[src/design/aled_ser_pkg.sv]
// shared types, constants and reset values for the addressable led serializer
// no dependencies; imported by every module of the block

package aled_ser_pkg;

    // field widths
    localparam int unsigned CHAN_W         = 8;
    localparam int unsigned TICK_W         = 15;
    localparam int unsigned BITS_PER_PIXEL = 24;
    localparam int unsigned SYM_CNT_W      = $clog2(BITS_PER_PIXEL + 1);
    localparam int unsigned PROD_W         = 2 * CHAN_W;

    // queue between front and back
    localparam int unsigned QUEUE_DEPTH = 2;

    // configuration port
    localparam int unsigned PADDR_W = 5;
    localparam int unsigned PDATA_W = 32;
    localparam int unsigned REG_IDX_W = 3;

    // timing defaults, derived from line times at the tick rate
    localparam longint unsigned TICK_HZ      = 64'd10000000;
    localparam longint unsigned ZERO_HIGH_NS = 64'd350;
    localparam longint unsigned ZERO_LOW_NS  = 64'd900;
    localparam longint unsigned ONE_HIGH_NS  = 64'd900;
    localparam longint unsigned ONE_LOW_NS   = 64'd350;
    localparam longint unsigned LATCH_US     = 64'd280;

    localparam logic [CHAN_W-1:0] BRIGHTNESS_RST = 8'd255;
    localparam logic [TICK_W-1:0] ZERO_HIGH_RST  =
        TICK_W'(ZERO_HIGH_NS * TICK_HZ / 64'd1000000000);
    localparam logic [TICK_W-1:0] ZERO_LOW_RST   =
        TICK_W'(ZERO_LOW_NS * TICK_HZ / 64'd1000000000);
    localparam logic [TICK_W-1:0] ONE_HIGH_RST   =
        TICK_W'(ONE_HIGH_NS * TICK_HZ / 64'd1000000000);
    localparam logic [TICK_W-1:0] ONE_LOW_RST    =
        TICK_W'(ONE_LOW_NS * TICK_HZ / 64'd1000000000);
    localparam logic [TICK_W-1:0] LATCH_RST      =
        TICK_W'(LATCH_US * TICK_HZ / 64'd1000000);

    // register indexes on the configuration port
    typedef enum logic [REG_IDX_W-1:0] {
        REG_BRIGHTNESS = 3'd0,
        REG_ZERO_HIGH  = 3'd1,
        REG_ZERO_LOW   = 3'd2,
        REG_ONE_HIGH   = 3'd3,
        REG_ONE_LOW    = 3'd4,
        REG_LATCH      = 3'd5
    } t_reg_idx;

    // one scaled pixel, green/red/blue msb first, plus frame flag
    typedef struct packed {
        logic [BITS_PER_PIXEL-1:0] word;
        logic                      last;
    } t_pix;

    // symbol timing handed to the back end
    typedef struct packed {
        logic [TICK_W-1:0] zero_high;
        logic [TICK_W-1:0] zero_low;
        logic [TICK_W-1:0] one_high;
        logic [TICK_W-1:0] one_low;
        logic [TICK_W-1:0] latch;
    } t_sym_cfg;

endpackage

[src/design/aled_ser_fifo.sv]
// short register queue carrying scaled pixels from front to back
// depends on aled_ser_pkg for the item type

module aled_ser_fifo import aled_ser_pkg::*; #(
    parameter int unsigned DEPTH = QUEUE_DEPTH
) (
    input  logic i_clk,
    input  logic i_rst_n,
    input  logic i_wr,
    input  t_pix i_wr_data,
    output logic o_full,
    input  logic i_rd,
    output t_pix o_rd_data,
    output logic o_empty
);

    localparam int unsigned AW = (DEPTH > 1) ? $clog2(DEPTH) : 1;
    localparam int unsigned CW = $clog2(DEPTH + 1);
    localparam logic [AW-1:0] LAST_PTR = AW'(DEPTH - 1);
    localparam logic [CW-1:0] FULL_CNT = CW'(DEPTH);

    t_pix          r_mem [DEPTH];
    logic [AW-1:0] r_wr_ptr, n_wr_ptr;
    logic [AW-1:0] r_rd_ptr, n_rd_ptr;
    logic [CW-1:0] r_count, n_count;
    logic          wr_en, rd_en;

    assign o_full    = (r_count == FULL_CNT);
    assign o_empty   = (r_count == '0);
    assign wr_en     = i_wr && !o_full;
    assign rd_en     = i_rd && !o_empty;
    assign o_rd_data = r_mem[r_rd_ptr];

    // pointer and fill count update
    always_comb begin
        n_wr_ptr = r_wr_ptr;
        n_rd_ptr = r_rd_ptr;
        n_count  = r_count;
        if (wr_en) begin
            n_wr_ptr = (r_wr_ptr == LAST_PTR) ? '0 : r_wr_ptr + 1'b1;
        end
        if (rd_en) begin
            n_rd_ptr = (r_rd_ptr == LAST_PTR) ? '0 : r_rd_ptr + 1'b1;
        end
        if (wr_en && !rd_en) begin
            n_count = r_count + 1'b1;
        end else if (rd_en && !wr_en) begin
            n_count = r_count - 1'b1;
        end
    end

    always_ff @(posedge i_clk) begin
        if (!i_rst_n) begin
            r_wr_ptr <= '0;
            r_rd_ptr <= '0;
            r_count  <= '0;
        end else begin
            r_wr_ptr <= n_wr_ptr;
            r_rd_ptr <= n_rd_ptr;
            r_count  <= n_count;
        end
    end

    // storage
    always_ff @(posedge i_clk) begin
        if (wr_en) begin
            r_mem[r_wr_ptr] <= i_wr_data;
        end
    end

endmodule

[src/design/aled_ser_front.sv]
// front end: takes pixels, scales each channel by brightness/255 and queues them
// depends on aled_ser_pkg

module aled_ser_front import aled_ser_pkg::*; (
    input  logic              i_clk,
    input  logic              i_rst_n,
    input  logic              i_push,
    output logic              o_full,
    input  logic [CHAN_W-1:0] i_red,
    input  logic [CHAN_W-1:0] i_green,
    input  logic [CHAN_W-1:0] i_blue,
    input  logic              i_last_pixel,
    input  logic [CHAN_W-1:0] i_brightness,
    output logic              o_q_wr,
    output t_pix              o_q_data,
    input  logic              i_q_full
);

    logic              r_valid;
    logic [PROD_W-1:0] r_prod_r, r_prod_g, r_prod_b;
    logic              r_last;
    logic [CHAN_W-1:0] scaled_r, scaled_g, scaled_b;

    // exact divide by 255 for 16-bit products: (p + p/256 + 1) / 256
    function automatic logic [CHAN_W-1:0] div255(input logic [PROD_W-1:0] p);
        logic [PROD_W-1:0] sum;
        sum = p + {{CHAN_W{1'b0}}, p[PROD_W-1:CHAN_W]} + PROD_W'(1);
        return sum[PROD_W-1:CHAN_W];
    endfunction

    // product stage holds while the queue is full
    assign o_full = r_valid && i_q_full;

    always_ff @(posedge i_clk) begin
        if (!i_rst_n) begin
            r_valid <= 1'b0;
        end else if (!o_full) begin
            r_valid <= i_push;
        end
    end

    always_ff @(posedge i_clk) begin
        if (i_push && !o_full) begin
            r_prod_r <= i_red * i_brightness;
            r_prod_g <= i_green * i_brightness;
            r_prod_b <= i_blue * i_brightness;
            r_last   <= i_last_pixel;
        end
    end

    // reciprocal correction and packing into the queue
    assign scaled_r = div255(r_prod_r);
    assign scaled_g = div255(r_prod_g);
    assign scaled_b = div255(r_prod_b);

    assign o_q_wr        = r_valid;
    assign o_q_data.word = {scaled_g, scaled_r, scaled_b};
    assign o_q_data.last = r_last;

endmodule

[src/design/aled_ser_back.sv]
// back end: turns each queued pixel into bit symbols and an optional latch symbol
// depends on aled_ser_pkg

module aled_ser_back import aled_ser_pkg::*; (
    input  logic              i_clk,
    input  logic              i_rst_n,
    input  logic              i_q_empty,
    input  t_pix              i_q_data,
    output logic              o_q_rd,
    input  t_sym_cfg          i_cfg,
    input  logic              i_pop,
    output logic              o_empty,
    output logic              o_first_level,
    output logic [TICK_W-1:0] o_first_ticks,
    output logic              o_second_level,
    output logic [TICK_W-1:0] o_second_ticks,
    output logic              o_frame_end
);

    localparam logic [SYM_CNT_W-1:0] LAST_BIT  = SYM_CNT_W'(BITS_PER_PIXEL - 1);
    localparam logic [SYM_CNT_W-1:0] LATCH_SYM = SYM_CNT_W'(BITS_PER_PIXEL);

    logic                      r_busy;
    logic [SYM_CNT_W-1:0]      r_cnt;
    logic [BITS_PER_PIXEL-1:0] r_word;
    logic                      r_last;
    logic                      r_out_valid;
    logic                      r_first_level, r_second_level, r_frame_end;
    logic [TICK_W-1:0]         r_first_ticks, r_second_ticks;

    logic              out_free, emit, done, load, is_latch, bit_one;
    logic [TICK_W-1:0] sym_first, sym_second;

    // slot handshake
    assign out_free = !r_out_valid || i_pop;
    assign emit     = r_busy && out_free;
    assign done     = emit && ((r_cnt == LAST_BIT && !r_last) || r_cnt == LATCH_SYM);
    assign load     = !i_q_empty && (!r_busy || done);
    assign o_q_rd   = load;

    // symbol selection
    assign is_latch   = (r_cnt == LATCH_SYM);
    assign bit_one    = r_word[BITS_PER_PIXEL-1];
    assign sym_first  = is_latch ? i_cfg.latch : (bit_one ? i_cfg.one_high : i_cfg.zero_high);
    assign sym_second = is_latch ? i_cfg.latch : (bit_one ? i_cfg.one_low : i_cfg.zero_low);

    // sequencer control
    always_ff @(posedge i_clk) begin
        if (!i_rst_n) begin
            r_busy <= 1'b0;
            r_cnt  <= '0;
        end else if (load) begin
            r_busy <= 1'b1;
            r_cnt  <= '0;
        end else if (done) begin
            r_busy <= 1'b0;
        end else if (emit) begin
            r_cnt <= r_cnt + 1'b1;
        end
    end

    // pixel word, shifted one bit per symbol
    always_ff @(posedge i_clk) begin
        if (load) begin
            r_word <= i_q_data.word;
            r_last <= i_q_data.last;
        end else if (emit) begin
            r_word <= {r_word[BITS_PER_PIXEL-2:0], 1'b0};
        end
    end

    // output register
    always_ff @(posedge i_clk) begin
        if (!i_rst_n) begin
            r_out_valid <= 1'b0;
        end else if (out_free) begin
            r_out_valid <= r_busy;
        end
    end

    always_ff @(posedge i_clk) begin
        if (emit) begin
            r_first_level  <= !is_latch;
            r_first_ticks  <= sym_first;
            r_second_level <= 1'b0;
            r_second_ticks <= sym_second;
            r_frame_end    <= is_latch;
        end
    end

    assign o_empty        = !r_out_valid;
    assign o_first_level  = r_first_level;
    assign o_first_ticks  = r_first_ticks;
    assign o_second_level = r_second_level;
    assign o_second_ticks = r_second_ticks;
    assign o_frame_end    = r_frame_end;

endmodule

[src/design/addressable_led_serializer_unit.sv]
// top level of the addressable led serializer: config registers, front, queue, back
// depends on aled_ser_pkg, aled_ser_front, aled_ser_fifo and aled_ser_back
//
//  channel   | direction | handshake                  | payload
//  ----------+-----------+----------------------------+-------------------------------------
//  pixel     | in        | push / full                | i_red i_green i_blue i_last_pixel
//  symbol    | out       | empty / pop                | o_first_level o_first_ticks
//            |           |                            | o_second_level o_second_ticks o_frame_end
//  config    | in        | apb psel penable pwrite    | paddr pwdata prdata (pready tied high)
//
// each pixel gives 24 symbols, 25 when it closes a frame, one symbol per cycle from the
// back end's output register unless pop stalls; the sequencer loads the next pixel as it
// emits the last symbol of the current one. a pixel reaches the result ports through the
// product register, queue, sequencer word register and output register. reset is synchronous
// and clears control state and the config registers to their defaults. a stall on pop holds
// the output register; the queue then fills and full rises, while either side may stall alone.

module addressable_led_serializer_unit import aled_ser_pkg::*; #(
    parameter int unsigned P_QUEUE_DEPTH = QUEUE_DEPTH
) (
    input  logic               i_clk,
    input  logic               i_rst_n,
    // pixel items
    input  logic               push,
    output logic               full,
    input  logic [CHAN_W-1:0]  i_red,
    input  logic [CHAN_W-1:0]  i_green,
    input  logic [CHAN_W-1:0]  i_blue,
    input  logic               i_last_pixel,
    // symbol items
    output logic               empty,
    input  logic               pop,
    output logic               o_first_level,
    output logic [TICK_W-1:0]  o_first_ticks,
    output logic               o_second_level,
    output logic [TICK_W-1:0]  o_second_ticks,
    output logic               o_frame_end,
    // configuration
    input  logic               psel,
    input  logic               penable,
    input  logic               pwrite,
    input  logic [PADDR_W-1:0] paddr,
    input  logic [PDATA_W-1:0] pwdata,
    output logic [PDATA_W-1:0] prdata,
    output logic               pready
);

    logic [CHAN_W-1:0] r_brightness;
    t_sym_cfg          r_cfg;
    logic              cfg_wr;
    t_reg_idx          reg_idx;

    logic q_wr, q_full, q_rd, q_empty;
    t_pix q_wr_data, q_rd_data;

    // register file
    assign pready  = 1'b1;
    assign cfg_wr  = psel && penable && pwrite && pready;
    assign reg_idx = t_reg_idx'(paddr[PADDR_W-1:2]);

    always_ff @(posedge i_clk) begin
        if (!i_rst_n) begin
            r_brightness    <= BRIGHTNESS_RST;
            r_cfg.zero_high <= ZERO_HIGH_RST;
            r_cfg.zero_low  <= ZERO_LOW_RST;
            r_cfg.one_high  <= ONE_HIGH_RST;
            r_cfg.one_low   <= ONE_LOW_RST;
            r_cfg.latch     <= LATCH_RST;
        end else if (cfg_wr) begin
            case (reg_idx)
                REG_BRIGHTNESS: r_brightness    <= pwdata[CHAN_W-1:0];
                REG_ZERO_HIGH:  r_cfg.zero_high <= pwdata[TICK_W-1:0];
                REG_ZERO_LOW:   r_cfg.zero_low  <= pwdata[TICK_W-1:0];
                REG_ONE_HIGH:   r_cfg.one_high  <= pwdata[TICK_W-1:0];
                REG_ONE_LOW:    r_cfg.one_low   <= pwdata[TICK_W-1:0];
                REG_LATCH:      r_cfg.latch     <= pwdata[TICK_W-1:0];
                default: ;
            endcase
        end
    end

    // register readback
    always_comb begin
        case (reg_idx)
            REG_BRIGHTNESS: prdata = PDATA_W'(r_brightness);
            REG_ZERO_HIGH:  prdata = PDATA_W'(r_cfg.zero_high);
            REG_ZERO_LOW:   prdata = PDATA_W'(r_cfg.zero_low);
            REG_ONE_HIGH:   prdata = PDATA_W'(r_cfg.one_high);
            REG_ONE_LOW:    prdata = PDATA_W'(r_cfg.one_low);
            REG_LATCH:      prdata = PDATA_W'(r_cfg.latch);
            default:        prdata = '0;
        endcase
    end

    // scaling front end
    aled_ser_front u_front (
        .i_clk        (i_clk),
        .i_rst_n      (i_rst_n),
        .i_push       (push),
        .o_full       (full),
        .i_red        (i_red),
        .i_green      (i_green),
        .i_blue       (i_blue),
        .i_last_pixel (i_last_pixel),
        .i_brightness (r_brightness),
        .o_q_wr       (q_wr),
        .o_q_data     (q_wr_data),
        .i_q_full     (q_full)
    );

    // pixel queue
    aled_ser_fifo #(
        .DEPTH (P_QUEUE_DEPTH)
    ) u_fifo (
        .i_clk     (i_clk),
        .i_rst_n   (i_rst_n),
        .i_wr      (q_wr),
        .i_wr_data (q_wr_data),
        .o_full    (q_full),
        .i_rd      (q_rd),
        .o_rd_data (q_rd_data),
        .o_empty   (q_empty)
    );

    // symbol back end
    aled_ser_back u_back (
        .i_clk          (i_clk),
        .i_rst_n        (i_rst_n),
        .i_q_empty      (q_empty),
        .i_q_data       (q_rd_data),
        .o_q_rd         (q_rd),
        .i_cfg          (r_cfg),
        .i_pop          (pop),
        .o_empty        (empty),
        .o_first_level  (o_first_level),
        .o_first_ticks  (o_first_ticks),
        .o_second_level (o_second_level),
        .o_second_ticks (o_second_ticks),
        .o_frame_end    (o_frame_end)
    );

endmodule
[config.mk]
export PLATFORM = sky130hd
export DESIGN_NAME = addressable_led_serializer_unit
export DESIGN_NICKNAME = d
export VERILOG_FILES = /design/src/design/aled_ser_pkg.sv /design/src/design/aled_ser_fifo.sv /design/src/design/aled_ser_front.sv /design/src/design/aled_ser_back.sv /design/src/design/addressable_led_serializer_unit.sv
export SDC_FILE = /design/constraint.sdc
export NUM_CORES = 1
export LEC_CHECK = 0
export ABC_CLOCK_PERIOD_IN_PS = 4600
export BUFFER_PORTS_ARGS = -buffer_cell sky130_fd_sc_hd__buf_4
export CORE_UTILIZATION = 55
export CTS_CLUSTER_SIZE = 25
export DETAILED_ROUTE_END_ITERATION = 16
export GPL_ROUTABILITY_DRIVEN = 0
export HOLD_SLACK_MARGIN = 0.12
export PLACE_DENSITY = 0.86
export SLEW_MARGIN = 5
export SYNTH_ARGS = -nofsm -noshare
export SYNTH_HDL_FRONTEND = slang
export SYNTH_HIERARCHICAL = 1
export SYNTH_SLANG_ARGS = --single-unit
[constraint.sdc]
create_clock -name i_clk -period 4.6 [get_ports i_clk]
set_input_delay 0.46 -clock i_clk [delete_from_list [all_inputs] [get_ports i_clk]]
set_output_delay 0.46 -clock i_clk [all_outputs]
set_load 0.05 [all_outputs]
==> report_table.html <==
<table>
<tr><th>Metric</th><th>Value</th></tr>
<tr><th colspan="2">Placed design</th></tr>
<tr><td>Placed cell area</td><td>18900 sq um</td></tr>
<tr><td>HPWL Detailed</td><td>26900 um</td></tr>
<tr><td>Count of port buffers added during placement</td><td>98</td></tr>
<tr><td>Worst slack at placement</td><td>-0.0558 ns</td></tr>
<tr><th colspan="2">Final layout</th></tr>
<tr><td>Final standard cell utilization of the core</td><td>62.5%</td></tr>
<tr><td>Net count reported at finish</td><td>2052</td></tr>
<tr><td>Fraction of layout cells with a size suffix above 1</td><td>14.2%</td></tr>
<tr><td>Cell area after layout</td><td>19800 sq um</td></tr>
<tr><td>Post-synthesis to final-layout area growth</td><td>11.3%</td></tr>
<tr><td>Antenna diodes</td><td>0</td></tr>
<tr><th colspan="2">Global route</th></tr>
<tr><td>Number of antenna violations at the first check in global routing</td><td>0</td></tr>
<tr><td>First-pass GRT wire length</td><td>63600 um</td></tr>
<tr><td>Total congestion overflow</td><td>0</td></tr>
<tr><td>Pin count of the biggest net entering global routing</td><td>113</td></tr>
<tr><td>Number of global-route vias before repair</td><td>13241</td></tr>
<tr><td>All-Layer GR Usage</td><td>23.7%</td></tr>
<tr><th colspan="2">Critical path</th></tr>
<tr><td>Worst setup path category</td><td>reg2reg</td></tr>
<tr><td>Arr. time, crit path</td><td>4.83 ns</td></tr>
<tr><td>Worst stage delay on the critical path</td><td>0.51 ns</td></tr>
<tr><td>Buf+Inv Stages, Crit Path</td><td>3</td></tr>
<tr><td>CP cell instances</td><td>buf_4, and2_1, fa_1, fa_1, fa_1, inv_1, fa_1, inv_1, ha_1, o21a_1, a21boi_1, o41a_1, or4_1, nand4_1</td></tr>
<tr><td>Delay-heaviest family, CP</td><td>adder cells</td></tr>
<tr><td>Kind of end point of the critical path</td><td>flop</td></tr>
<tr><td>Top cell by count, worst path</td><td>fa_1</td></tr>
<tr><td>Max stage delay cell, worst path</td><td>fa_1</td></tr>
<tr><td>Type of origin of the critical path</td><td>flop</td></tr>
<tr><td>Data required time at the worst endpoint</td><td>5.00 ns</td></tr>
<tr><td>Crit-path max FO</td><td>9</td></tr>
<tr><th colspan="2">Clock network</th></tr>
<tr><td>Cts bufs inserted</td><td>26</td></tr>
<tr><td>Total setup buffers inserted after CTS</td><td>0</td></tr>
<tr><td>H-Tree Depth</td><td>1</td></tr>
<tr><td>Clock latency at the later pin of the worst-skew pair</td><td>0.54 ns</td></tr>
<tr><td>Clock sink count</td><td>252</td></tr>
<tr><td>TritonCTS clock tree</td><td>built</td></tr>
<tr><td>Clock Tree Root</td><td>clkbuf_16</td></tr>
<tr><td>Clock slew at the register clock pins of the worst setup and hold paths</td><td>0.06 ns</td></tr>
<tr><td>Largest buffer count on any clock path</td><td>3</td></tr>
<tr><th colspan="2">Power and ir drop</th></tr>
<tr><td>Leakage power figure</td><td>0.00850 uW</td></tr>
<tr><td>Power per Cell Area</td><td>584 nW/um^2</td></tr>
<tr><td>Final total power</td><td>11600 uW</td></tr>
<tr><td>Maximum resistive drop on vdd</td><td>0.317 mV</td></tr>
<tr><th colspan="2">Status</th></tr>
<tr><td>Outcome</td><td>finished clean</td></tr>
<tr><th colspan="2">Routing</th></tr>
<tr><td>Count of unresolved DRC violations after routing</td><td>0</td></tr>
<tr><td>Total wire length</td><td>38400 um</td></tr>
<tr><td>Post-DRT Antenna Nets</td><td>0</td></tr>
<tr><td>Vias</td><td>12590</td></tr>
<tr><td>Number of DRC markers after the initial detailed-route iteration</td><td>952</td></tr>
<tr><td>Via-to-Cell Ratio</td><td>5.82</td></tr>
<tr><td>Drt wl/cell</td><td>17.7 um</td></tr>
<tr><td>Detailed-routing iteration count for the pre-antenna-repair pass</td><td>5</td></tr>
<tr><th colspan="2">Die</th></tr>
<tr><td>Floorplan core area</td><td>31600 sq um</td></tr>
<tr><td>Die ar.</td><td>33000 sq um</td></tr>
<tr><td>I/O pin total</td><td>137</td></tr>
<tr><td>Die X</td><td>182 um</td></tr>
<tr><td>Die span in y</td><td>182 um</td></tr>
<tr><td>Initial Utilization</td><td>56.1%</td></tr>
<tr><td>Total number of placement rows</td><td>65</td></tr>
<tr><th colspan="2">Logic synthesis</th></tr>
<tr><td>Post-synthesis sequential area ratio</td><td>37.2%</td></tr>
<tr><td>Yosys Warn Count</td><td>6</td></tr>
<tr><td>Synthesized netlist cell count</td><td>1652</td></tr>
<tr><td>Number of storage elements in the synthesis netlist</td><td>252</td></tr>
<tr><td>Average size of a mapped cell</td><td>10.7 sq um</td></tr>
<tr><td>EDFF count, synth</td><td>156</td></tr>
<tr><td>Primary flip-flop cell chosen by synthesis mapping</td><td>edfxtp_1</td></tr>
<tr><td>Share of flip-flops with an asynchronous set or reset</td><td>0%</td></tr>
<tr><td>Cell area after synthesis</td><td>17800 sq um</td></tr>
<tr><td>Post-synth cell types</td><td>78</td></tr>
<tr><th colspan="2">Timing</th></tr>
<tr><td>Ratio of final minimum period to clock period</td><td>96.4%</td></tr>
<tr><td>Accumulated negative setup slack</td><td>0 ns</td></tr>
<tr><td>Crit path time final</td><td>4.43 ns</td></tr>
<tr><td>Maximum clock rate</td><td>0.226 GHz</td></tr>
<tr><td>Final setup violation count</td><td>0</td></tr>
<tr><td>Number of slew-limit violations in the final report</td><td>0</td></tr>
<tr><td>Clock skew</td><td>0.0162 ns</td></tr>
<tr><td>Worst-margin pin slew</td><td>1.20 ns</td></tr>
<tr><td>Setup repair after global routing missed its margin</td><td>false</td></tr>
<tr><td>Tightest slew margin relative to the limit</td><td>19.9%</td></tr>
<tr><td>Number of endpoints with negative hold slack in the final report</td><td>0</td></tr>
<tr><td>PnR worst setup slack</td><td>0.168 ns</td></tr>
<tr><th colspan="2">Flow run</th></tr>
<tr><td>Number of maximum-capacitance violations</td><td>0</td></tr>
<tr><th colspan="2">Worst hold path</th></tr>
<tr><td>Worst min path class</td><td>in2reg</td></tr>
</table>
-- worst register-to-register path: stages (launching register included) --
cell and delay [ns]:
dfxtp_2 0.46, buf_4 0.20, and2_1 0.15, fa_1 0.45
fa_1 0.51, fa_1 0.50, inv_1 0.06, fa_1 0.47
inv_1 0.04, ha_1 0.29, o21a_1 0.15, a21boi_1 0.16
o41a_1 0.35, or4_1 0.41, nand4_1 0.10
-- worst paths after layout --
path	startpoint	end	slack [ns]	cells past startpoint
worst max-delay path	r_brightness[3]	u_front/r_prod_r[13]	0.17	14
worst min register to register	u_front/r_last	u_fifo/r_mem[0][0]	0.45	0
worst min-delay path	push	u_front/o_q_wr	0.15	2
worst max register to register	r_brightness[3]	u_front/r_prod_r[13]	0.17	14
-- cell type report --
class                           instances  area (sq um)
Clock inverter                         12           125
Tap cell                              402           503
Timing Repair Buffer                  133          1040
Multi-Input combinational cell       1159         10100
Clock buffer                           36           759
Sequential cell                       252          6610
Inverter                              171           642
Fill cell                            2313         11900
-- logic make-up after synthesis --
family,synth area share [%]
and+or+nand+nor,14.4
other,0.0634
adders and majority gates,21.5
AOI/OAI and AO/OA,7.27
xor gates and xnor gates,2.61
buffers and inverters,6.43
muxes,10.6
DFF,37.2
-- through the flow --
stage          cells  hold slack, ns
2_1_floorplan   1668           0.444
4_1_cts         2165           0.134
3_3_place_gp    2116           0.423
5_1_grt         2165           0.154
3_5_place_dp    2116           0.450
6_report        2165           0.145
-- registers in the layout, indices dropped and copies added (netlist names), 2 cells and up, named ones only --
register	count
r_cfg	75
u_fifo/r_count	2
u_back/o_first_ticks	15
u_front/r_prod_b	16
u_back/r_word	24
u_back/r_cnt	5
u_fifo/r_mem	50
u_front/r_prod_r	16
r_brightness	8
u_front/r_prod_g	16
u_back/o_second_ticks	15
-- where the power goes --
part	internal (uW)	switching, uW	total, uW
sequential	3370	332	3700
combinational	2500	3220	5710
clock	1270	869	2140
-- layout by cell type, fill, tap and decap left out, types with 4 or more instances in the layout --
| master | instances |
|---|---|
| dfxtp_1 | 93 |
| conb_1 | 19 |
| edfxtp_1 | 156 |
| a31oi_1 | 4 |
| a21o_1 | 9 |
| a22oi_1 | 11 |
| and2_1 | 173 |
| a211oi_1 | 10 |
| inv_1 | 170 |
| o21ai_1 | 4 |
| nand2b_1 | 8 |
| ha_1 | 132 |
| nand4_1 | 8 |
| o311ai_0 | 6 |
| o211ai_1 | 11 |
| o21ai_0 | 31 |
| o21a_1 | 6 |
| mux2_2 | 50 |
| and3_1 | 7 |
| clkinv_2 | 4 |
| nand3_1 | 17 |
| nor2_1 | 49 |
| nor3_1 | 8 |
| o221ai_1 | 10 |
| nor2b_1 | 30 |
| fa_1 | 108 |
| clkbuf_16 | 27 |
| nand2_1 | 138 |
| xor2_1 | 10 |
| nor4_1 | 4 |
| clkbuf_8 | 5 |
| a21oi_1 | 60 |
| mux2i_1 | 126 |
| buf_4 | 129 |
| a21boi_1 | 4 |
| clkbuf_1 | 4 |
| xnor2_1 | 43 |
| or3_1 | 7 |
-- layer usage --
metal,wire length (um),track usage (%),up-vias
li1,-,-,5797
met1,15400,28.5,6243
met2,19800,43.4,441
met3,1880,2.41,109
met4,1230,9.19,0
met5,0,0,-
-- cells in the mapped netlist, types with 7 or more instances --
cell type  count  area (sq um)
nand3_1       17          85.1
clkbuf_1      38           143
mux2i_1      126          1260
and2_1       173          1080
nor3_1         8          40.0
o21ai_0       33           165
nor2_1        49           184
o211ai_1      11          82.6
xnor2_1       43           377
dfxtp_1       96          1920
buf_4         24           180
a21o_1         9          67.6
fa_1         108          2160
nand2b_1       8          50.1
mux2_2        50           563
o221ai_1      10          87.6
ha_1         132          1650
or3_1          7          43.8
a211oi_1      11          82.6
a22oi_1       11          82.6
xor2_1        10          87.6
nand4_1        8          50.1
buf_2         12          60.1
a21oi_1       60           300
nor2b_1       31           194
and3_1         7          43.8
nand2_1      138           518
edfxtp_1     156          4680
inv_1        170           638
-- repair_timing --
item | 4_1_cts | 5_1_grt
endpoints found under the hold margin | 1 | 0
hold buffers | 1 | 0
cloned | 0 | 0
pin swaps | 0 | 0
gates resized for setup | 1 | 6
setup endpoints to repair | 2 | 14
Power figures use the tool's default switching activity.
